===== src/rtl/drq_pkg.sv =====
// Shared types and codes for the DMA request ring queue.
package drq_pkg;

  localparam int DEF_SLOTS = 128;
  localparam int SCAN_LANES = 8;

  localparam logic [15:0] BUDGET_RST = 16'd40960;
  localparam logic [7:0]  SCANLINE_RST = 8'd224;

  localparam int IN_DATA_W = 136;
  localparam int OUT_DATA_W = 128;
  localparam int CFG_DATA_W = 16;

  // configuration register indexes
  localparam logic CFG_BUDGET = 1'b0;
  localparam logic CFG_SCANLINE = 1'b1;

  // request modes
  localparam logic [2:0] MODE_CLEAR = 3'd0;
  localparam logic [2:0] MODE_COPY = 3'd1;
  localparam logic [2:0] MODE_FILL = 3'd2;
  localparam logic [2:0] MODE_DRAIN_START = 3'd3;
  localparam logic [2:0] MODE_DRAIN_STEP = 3'd4;
  localparam logic [2:0] MODE_QUERY = 3'd5;

  // result status codes
  localparam logic [3:0] ST_ACCEPTED = 4'd0;
  localparam logic [3:0] ST_FULL = 4'd1;
  localparam logic [3:0] ST_ISSUED = 4'd2;
  localparam logic [3:0] ST_EMPTY = 4'd3;
  localparam logic [3:0] ST_BUDGET = 4'd4;
  localparam logic [3:0] ST_SCANLINE = 4'd5;
  localparam logic [3:0] ST_IDLE = 4'd6;
  localparam logic [3:0] ST_BUSY = 4'd7;
  localparam logic [3:0] ST_DONE = 4'd8;

  // descriptor ops
  localparam logic [1:0] OP_COPY32 = 2'd0;
  localparam logic [1:0] OP_FILL32 = 2'd1;
  localparam logic [1:0] OP_COPY16 = 2'd2;
  localparam logic [1:0] OP_FILL16 = 2'd3;

  typedef struct packed {
    logic [31:0] value;
    logic [1:0]  op;
    logic [15:0] size;
    logic [31:0] dest;
    logic [31:0] src;
  } desc_t;

endpackage


===== src/rtl/drq_scan.sv =====
// Window search over the slot busy bits, used for free-slot and any-busy scans.
module drq_scan #(
  parameter int SLOTS = drq_pkg::DEF_SLOTS,
  parameter int IDXW = $clog2(drq_pkg::DEF_SLOTS),
  parameter int LANES = drq_pkg::SCAN_LANES
) (
  input  logic [SLOTS-1:0] busy,
  input  logic [IDXW-1:0]  base,
  input  logic             want_busy,
  output logic             hit,
  output logic [IDXW-1:0]  idx
);
  import drq_pkg::*;

  always_comb begin
    logic [IDXW:0] pos;
    hit = 1'b0;
    idx = base;
    pos = '0;
    for (int l = LANES - 1; l >= 0; l--) begin
      pos = {1'b0, base} + (IDXW+1)'(l);
      if (pos >= (IDXW+1)'(SLOTS)) begin
        pos = pos - (IDXW+1)'(SLOTS);
      end
      if (busy[pos[IDXW-1:0]] == want_busy) begin
        hit = 1'b1;
        idx = pos[IDXW-1:0];
      end
    end
  end

endmodule


===== config.mk =====
export PLATFORM = sky130hd
export DESIGN_NAME = drq_scan
export DESIGN_NICKNAME = d
export VERILOG_FILES = /design/src/rtl/drq_pkg.sv /design/src/rtl/drq_scan.sv
export SDC_FILE = /design/constraint.sdc
export NUM_CORES = 1
export LEC_CHECK = 0
export CAP_MARGIN = 20
export CORE_ASPECT_RATIO = 1.4
export CORE_MARGIN = 8
export CORE_UTILIZATION = 25
export DETAILED_ROUTE_END_ITERATION = 7
export DONT_BUFFER_PORTS = 1
export SLEW_MARGIN = 20
export SYNTH_ARGS = -nofsm -noshare
export SYNTH_HDL_FRONTEND = slang
export SYNTH_SLANG_ARGS = --single-unit

===== constraint.sdc =====
create_clock -name vclk -period 5
set_input_delay 0.5 -clock vclk [all_inputs]
set_output_delay 0.5 -clock vclk [all_outputs]
set_load 0.02 [all_outputs]

[Yosys cells after proc, flatten, opt, wreduce, memory -nomap -nowiden]
Cells that the tools add are included.
Word-level totals
  bits in registers: 0
  bits of input ports: 136
Operators by class
  multiplexer cells: 40
  add/subtract/negate cells: 15
  magnitude comparators: 16
  equality and inequality tests: 8
Operators by type and width (number)
  2-to-1 mux 7 bit: 16
  less-than comparator 7 x 8 -> 1 bit, second input constant: 8
  binary-select mux 1 bit (select 7 bit): 8
  greater-or-equal comparator 8 bit, second input constant: 7
  subtractor 7 x 1 -> 7 bit, second input constant: 8
  adder 7 x 3 -> 8 bit, second input constant: 4
  adder 7 x 2 -> 8 bit, second input constant: 2
  2-to-1 mux 1 bit: 16
  adder 7 x 1 -> 8 bit, second input constant: 1
  == test 1 bit: 8
  greater-or-equal comparator 7 x 8 -> 1 bit, second input constant: 1

[Depth between registers and ports, before layout]
Gate-level depths: netlist of the first run.
  word-level depth: 14
  gate-level depth with buffers: 21
  gate-level depth less buffers: 13

[Least setup slack after synthesis of the first run]
Ideal clock, no wire load.
  path type: in2out
  start point: input base[1]
  end point: output idx[4]
  slack: -0.308 ns
  required time: 4.500 ns
  stages on the path: 18
  data arrival time: 4.808 ns
  cells stage by stage: buf_2 > buf_4 > buf_2 > buf_2 > inv_1 > ha_1 > buf_6 > buf_6 > buf_2 > mux4_2 > mux4_2 > a22oi_1 > nand4_2 > mux2i_2 > o21ai_1 > a31oi_1 > nor4_1 > o31ai_1
On the way
  longest elaborated chain between the ends: 14
Ends and longest elaborated chain
  start: declaration: line drq_scan.sv:8  | input logic [IDXW-1:0] base,
  adder 7 x 3 -> 8 bit: line drq_scan.sv:21  | pos = {1'b0, base} + (IDXW+1)'(l);
  subtractor 7 x 1 -> 7 bit / greater-or-equal comparator 8 bit (equally long branches): line drq_scan.sv:23, drq_scan.sv:22
  2-to-1 mux 7 bit: line drq_scan.sv:22  | if (pos >= (IDXW+1)'(SLOTS)) begin
  binary-select mux 1 bit (select 7 bit): line drq_scan.sv:25  | if (busy[pos[IDXW-1:0]] == want_busy) begin
  2-to-1 mux 1 bit (implied by the code): line drq_scan.sv:25
  == test 1 bit: line drq_scan.sv:25
  2-to-1 mux 7 bit (7 in a row): line drq_scan.sv:25
  2-to-1 mux 7 bit (*): line drq_scan.sv:25
  end: declaration: line drq_scan.sv:11  | output logic [IDXW-1:0] idx
Every way passes the cells marked *; elsewhere a longest branch is shown, timed or not. The select of a mux whose other input is x is not followed.

[Worst setup path in the final report of the first run]
  start point: input base[0]
  end point: output idx[3]
Same word-level chain as after synthesis.

==> results of run 1 <==
-- per-stage QoR --
stage	worst slack, ns	instances	util
final	0.0307	1299	0.283
after global routing	-0.0303	1299	0.283
after CTS	0.0432	1289	0.278
after detailed placement	0.0328	1289	0.278
after global placement	0.0833	1289	0.278
after floorplan	0.0548	832	-
-- synthesized netlist by cell type, drive strengths merged (7+ instances only) --
library cell / count / area, um^2
a211oi: 9 / 72.6
a21oi: 12 / 63.8
a22oi: 16 / 120
a311oi: 8 / 70.1
a31oi: 10 / 62.6
a41oi: 7 / 68.8
and2: 7 / 43.8
and3: 9 / 56.3
buf: 68 / 485
clkbuf: 14 / 52.6
ha: 10 / 125
inv: 12 / 45.0
mux2: 22 / 248
mux2i: 79 / 795
mux4: 173 / 3900
nand2: 75 / 282
nand2b: 10 / 62.6
nand3: 41 / 215
nor2: 42 / 158
nor2b: 13 / 81.3
nor3: 15 / 75.1
nor4: 7 / 43.8
o211ai: 7 / 66.3
o21ai: 19 / 98.8
o22ai: 10 / 62.6
xnor2: 41 / 438
xor2: 9 / 86.3
-- where the power goes --
part | internal, mW | switching [mW] | leakage (nW) | total (mW)
clock | 0 | 0 | 0 | 0
combinational | 0.780 | 0.782 | 3.26 | 1.56
sequential | 0 | 0 | 0 | 0
-- cell usage in the layout, fill, tap and decap left out, drive strengths merged, types with 7 or more instances in the layout --
cell type,count
nor3,15
inv,11
a311oi,8
nor2,42
ha,10
nand2b,10
mux2,22
a22oi,16
mux4,173
nor2b,13
nand2,75
a31oi,10
buf,98
o211ai,7
a21oi,12
o21ai,19
and3,9
xnor2,41
xor2,9
mux2i,79
nand3,41
a211oi,9
and2,7
a41oi,7
nor4,7
o22ai,10
-- cells by family (layout without fill, tap and decap cells) --
family,Yosys count,count (layout),share of synthesized area
adders and majority gates,10,10,0.0145
buffers and inverters,95,111,0.0680
xor gates and xnor gates,50,50,0.0608
AOI/OAI and AO/OA,161,161,0.146
muxes,274,274,0.573
and+or+nand+nor,242,242,0.137
-- routing by layer --
metal / up-vias / wire length, um
li1: 3518 / -
met1: 4268 / 13300
met2: 484 / 20300
met3: 126 / 3090
met4: 0 / 2910
met5: - / 0
-- repair_timing --
item,in CTS,in global routing
resized for setup,0,19
setup buffers,0,10
setup endpoints to repair,0,7
-- worst max-delay path, delay by kind of cell --
kind	cells	cell delay, ns
adders and majority gates	1	0.23
and+or+nand+nor	4	0.85
AOI/OAI and AO/OA	6	1.44
buffers and inverters	5	1.14
xor gates and xnor gates	1	0.12
-- path summary, 6_finish.rpt --
| kind | startpoint | to | slack (ns) |
|---|---|---|---|
| hold / removal | base[4] | idx[4] | 1.24 |
| setup / recovery | base[0] | idx[3] | 0.03 |
-- final cells by class --
cell class         instances  area, um^2
well taps                451         564
repair buffers            98         818
fillers                 3582       24400
multi-input cells        737        8200
inverters                 13        56.3
==> impl_summary.txt, run 1 <==
----------------------------------------------------
[Power and ir drop]
  Power density over cell area ... 162 mW/mm^2
  Largest vdd supply drop ... just over 60 uV
  Total power draw ... approximately 1.6 mW
  Leakage dissipation ... 3.26 nW

[Global route]
  Met1 demand-to-capacity share in global routing ... 0.199
  Leftover overflow at the end of global routing ... 0
  First-pass GRT wire length ... 58.6 mm
  Number of antenna violations at the first check in global routing ... 0
  Number of global-route vias before repair ... roughly 8600
  Global-route met2 utilization ... 0.335
  Met3 layer usage reported by global route ... 0.0353
  Maximum number of pins on one net before global-route repair ... between 150 and 200
  Total Routing Usage GR ... 0.186
  Highest-utilization routing layer at the global route stage ... met2

[Worst setup path]
  Max Fanout on Critical Path ... roughly 160
  Start-to-end type of the worst setup path ... in -> out
  Critical path's slowest cell ... or4_1
  Most repeated library cell on the critical path ... buf_4
  Critical Path Sink Type ... output port
  Delay of the slowest cell on the worst path ... approximately 0.48 ns
  Required arrival time at the worst endpoint ... 4.50 ns
  Type of origin of the critical path ... input port
  Arr. time, crit path ... between 4 and 5 ns
  Critical Path, Cell by Cell ... inv_2 > ha_1 > xnor2_2 > buf_4 > buf_4 > nand2_1 > a32oi_1 > nand3_1 > a31oi_1 > a41oi_1 > buf_4 > a21o_1 > and3_4 > or4_1 > a31o_1 > o21ai_2 > buf_4

[Placed design]
  IO buf count ... 0
  Placer congestion estimate ... roughly 1
  Half-perimeter wire length of the detailed placement result ... 31.9 mm
  Post-place instance area ... 0.00945 mm^2

[Routing]
  Routed wire length ... 39.6 mm
  Total iterations of the first detailed-routing run ... 5
  Routed via count ... approximately 8400
  DR iter-0 viols ... around 770
  Number of vias per cell after detailed routing ... 6.46
  Final routed wire length divided by cell count ... between 30 and 40 um
  Detail Route Antenna Nets ... 0
  Drt drc ... 0

[Floorplanning]
  Horiz. Die Dim ... about 170 um
  Die area ... between 0.04 and 0.05 mm^2
  Top-level I/O count ... between 100 and 150
  Die boundary height ... roughly 240 um
  Row count ... 80
  Core region area ... around 0.034 mm^2
  Starting density of the core ... 0.253

[Synth]
  Syn Nets ... between 900 and 1000
  Yosys cell types ... 84
  Yosys warnings ... 0
  Portion of the post-synthesis area used by sequential elements ... 0
  Number of instances in the synthesized netlist ... 832
  Mapped Area ... approximately 0.0086 mm^2
  Synth Area per Inst ... 10.4 um^2

[STA]
  Final hold violation count ... 0
  Share of the cycle needed by the critical path after routing ... 0.994
  Final setup vio count ... 0
  Transition time of the tightest slew-check pin ... ~0.86 ns
  Final number of max-transition violations ... 0
  Hold Slack ... about 1.2 ns
  Fmax ... around 200 MHz
  Relative slew margins ... 0.425
  Aggregate negative setup slack ... 0 ns
  Crit path time final ... 4.97 ns

[Clocking]
  Number of buffers inserted by hold repair at cts ... 0

[Final layout]
  Layout area overhead ... 11.7%
  Clkbuf count ... 0
  Share of post-route cells with drive strength above 1 ... 0.396
  Sequential cells ... 0
  Storage cell area ... 0 um^2
  Post-layout net count ... ~1000
  Final instance area ... 0.00964 mm^2
  Antenna Cells ... 0

[Job]
  Max-cap check violation count ... 0

[Hold path]
  Hold Path Class ... in -> out
  Worst hold path cell count ... 3

[Outcome]
  Run status ... complete, no violations

----------------------------------------------------
Note: power is estimated with default switching activity, not from simulation.
==> run 2: changes to the inputs <==
ABC_AREA = 1   (was unset)
SETUP_SLACK_MARGIN = 0.2   (was unset)
==> impl_summary.txt, run 2 <==
----------------------------------------------------
[Outcome]
  Run status ... complete, no violations

[Placed design]
  Cell Count Post-Placement ... 1719 (+33%)
  Placer congestion estimate ... 1.07 (+8.9%)
  Half-perimeter wire length of the detailed placement result ... 33.8 mm (+5.9%)
  DP Worst Slack ... 0.715 ns (+0.682 ns)
  IO buf count ... 0 (unchanged)
  Post-place instance area ... 0.00705 mm^2 (-25%)

[Final layout]
  Most common cell after layout, fill and taps aside ... nand3_1
  Final instance area ... 0.00705 mm^2 (-27%)
  Layout area overhead ... 2.34%
  Antenna Cells ... 0 (unchanged)
  Post-Route Utilization ... 0.257 (-0.0259)
  Clkbuf count ... 0 (unchanged)
  Storage cell area ... 0 um^2 (unchanged)
  Non-filler instance count after layout ... 1719 (+32%)
  Share of post-route cells with drive strength above 1 ... 0.0586 (-0.338)
  Filler cell count in the final layout ... 3312 (-7.5%)
  Leading cell types in the layout, fill and taps excluded ... nand3_1 (608), nand2_1 (434), a21oi_1 (73), inv_1 (44), buf_4 (29)
  Post-layout net count ... 1497 (+50%)
  Sequential cells ... 0 (unchanged)

[Power and ir drop]
  Cell-internal power ... 0.342 mW (-56%)
  Power density over cell area ... 161 mW/mm^2 (-0.68%)
  Leakage dissipation ... 3.29 nW (+1.0%)
  Largest vdd supply drop ... 44.3 uV (-27%)
  Sw Ratio ... 0.698 (+0.198)
  Clock group share of total power ... 0 (unchanged)
  Logic gate share of total power ... 1.000 (about the same)
  Net switching component of the power ... 0.792 mW (+1.3%)
  Portion of total power attributed to sequential cells ... 0 (unchanged)

[Global route]
  Total Routing Usage GR ... 0.245 (+0.0595)
  Maximum number of pins on one net before global-route repair ... 137 (-13%)
  Number of global-route vias before repair ... 9564 (+12%)
  First-pass GRT wire length ... 61.5 mm (+5.0%)
  Leftover overflow at the end of global routing ... 0 (unchanged)
  Number of antenna violations at the first check in global routing ... 1 (+1)

[STA]
  Share of the cycle needed by the critical path after routing ... 0.922 (-0.0716)
  Fmax ... 217 MHz (+7.8%)
  Final setup vio count ... 0 (unchanged)
  Setup repair after global routing missed its margin ... false
  Crit path time final ... 4.61 ns (-0.358 ns)
  Minimum setup slack in the final design ... 0.388 ns (+0.358 ns)
  Transition time of the tightest slew-check pin ... 1.23 ns (+0.368 ns)
  Final number of max-transition violations ... 0 (unchanged)
  Final hold violation count ... 0 (unchanged)
  Aggregate negative setup slack ... 0 ns (unchanged)
  Relative slew margins ... 0.170 (-0.255)

[Worst setup path]
  Arr. time, crit path ... 4.11 ns (-0.36 ns)
  Critical Path Sink Type ... output port
  Required arrival time at the worst endpoint ... 4.50 ns (about the same)
  Start-to-end type of the worst setup path ... in -> out
  Max Fanout on Critical Path ... 45 (-71%)
  Type of origin of the critical path ... input port

[Synth]
  Share of Yosys cell area claimed by the top area cell type ... 0.442 (-0.00453)
  Number of instances in the synthesized netlist ... 1419 (+71%)
  Most numerous cell types in the synthesized netlist ... nand3_1 (608), nand2_1 (434), a21oi_1 (73)
  Syn Nets ... 1565 (+60%)
  Ranking of synthesized cells by area ... nand3_1 (44%), nand2_1 (24%), a21oi_1 (5.3%), buf_2 (3.7%), inv_1 (2.4%)
  Yosys top cell by area ... nand3_1
  Synth Area per Inst ... 4.85 um^2 (-53%)
  Mapped Area ... 0.00689 mm^2 (-20%)
  Portion of the post-synthesis area used by sequential elements ... 0 (unchanged)
  Most instantiated library cell after synthesis ... nand3_1
  Yosys cell types ... 39 (-54%)
  Yosys warnings ... 0 (unchanged)

[Floorplanning]
  Core region area ... 0.0274 mm^2 (-20%)
  Horiz. Die Dim ... 156 um (-9.7%)
  Row count ... 72 (-10%)
  Die area ... 0.0332 mm^2 (-19%)
  Starting density of the core ... 0.251 (-0.00204)
  Die boundary height ... 212 um (-9.9%)
  Top-level I/O count ... 144 (unchanged)

[Routing]
  Detail Route Antenna Nets ... 0 (unchanged)
  Routed wire length ... 42.3 mm (+6.9%)
  Routed via count ... 10404 (+24%)
  Final routed wire length divided by cell count ... 24.6 um (-19%)
  Total iterations of the first detailed-routing run ... 5 (unchanged)
  Number of vias per cell after detailed routing ... 6.05 (-6.4%)
  Drt drc ... 0 (unchanged)
  DR iter-0 viols ... 1765 (+130%)

[Job]
  Max-cap check violation count ... 0 (unchanged)

[Hold path]
  Hold Path Class ... in -> out

[Clocking]
  Number of buffers inserted by hold repair at cts ... 0 (unchanged)
  Number of gates resized after CTS ... 0 (unchanged)
  # Post-CTS Setup Buffers ... 0 (unchanged)

----------------------------------------------------
[run 2: cell count changes after synthesis, moves of 14 or more]
cell	before	now
xnor2_1	32	0
mux2i_1	78	0
mux2_2	21	0
mux4_2	171	0
nand3_1	39	608
nand2_1	75	434
inv_2	1	16
inv_1	11	44
buf_2	36	51
a21oi_1	11	73
nor2_1	42	17
nor3_1	15	1
a22oi_1	16	0
[run 2: kinds of logic after synthesis]
kind of cell,after synthesis,synth area share
AOI/OAI and AO/OA,142,0.120
buffers and inverters,167,0.120
xor gates and xnor gates,19,0.0318
and+or+nand+nor,1081,0.709
adders and majority gates,10,0.0182
[run 2: layer usage]
metal	track usage	share of wire
met1	0.287	0.35
met2	0.409	0.46
met3	0.0470	0.11
met4	0.146	0.072
met5	0	0.00038
[run 2: critical path: stages]
cell,delay (ns)
ha_1,0.23
nand2_1,0.09
inv_1,0.04
or2_1,0.35
inv_2,0.31
o21ai_2,0.22
o311ai_0,1.08
nand3_1,0.22
nand2_1,0.13
nand2_1,0.06
nand2_2,0.27
a21oi_1,0.12
nand2_1,0.11
nand2_1,0.07
a21oi_2,0.11
buf_4,0.15
[run 2: final timing paths]
| path | cells after the start | slack [ns] | startpoint | endpoint |
|---|---|---|---|---|
| min | 2 | 1.18 | base[4] | idx[4] |
| max | 16 | 0.39 | base[2] | idx[1] |
[run 2: layout make-up]
| class | count | area (um^2) | share of cell area |
|---|---|---|---|
| multi-input combinational | 1252 | 6060 | 0.860 |
| timing repair buffer | 32 | 278 | 0.0394 |
| inverter | 65 | 248 | 0.0352 |
| tap | 370 | 463 | 0.0657 |
[run 2: power groups by stage]
stage	sequential (mW)	combinational (mW)	clock (mW)
floorplan	0	0.826	0
global placement	0	1.11	0
detailed placement	0	1.10	0
CTS	0	1.11	0
global route	0	1.24	0
finish	0	1.13	0
[run 2: per-stage QoR]
step | total power [mW] | hold WS, ns
after floorplan | 0.826 | 1.32
after global placement | 1.11 | 1.19
after detailed placement | 1.10 | 1.19
after CTS | 1.11 | 1.19
after global routing | 1.24 | 1.20
final | 1.13 | 1.18
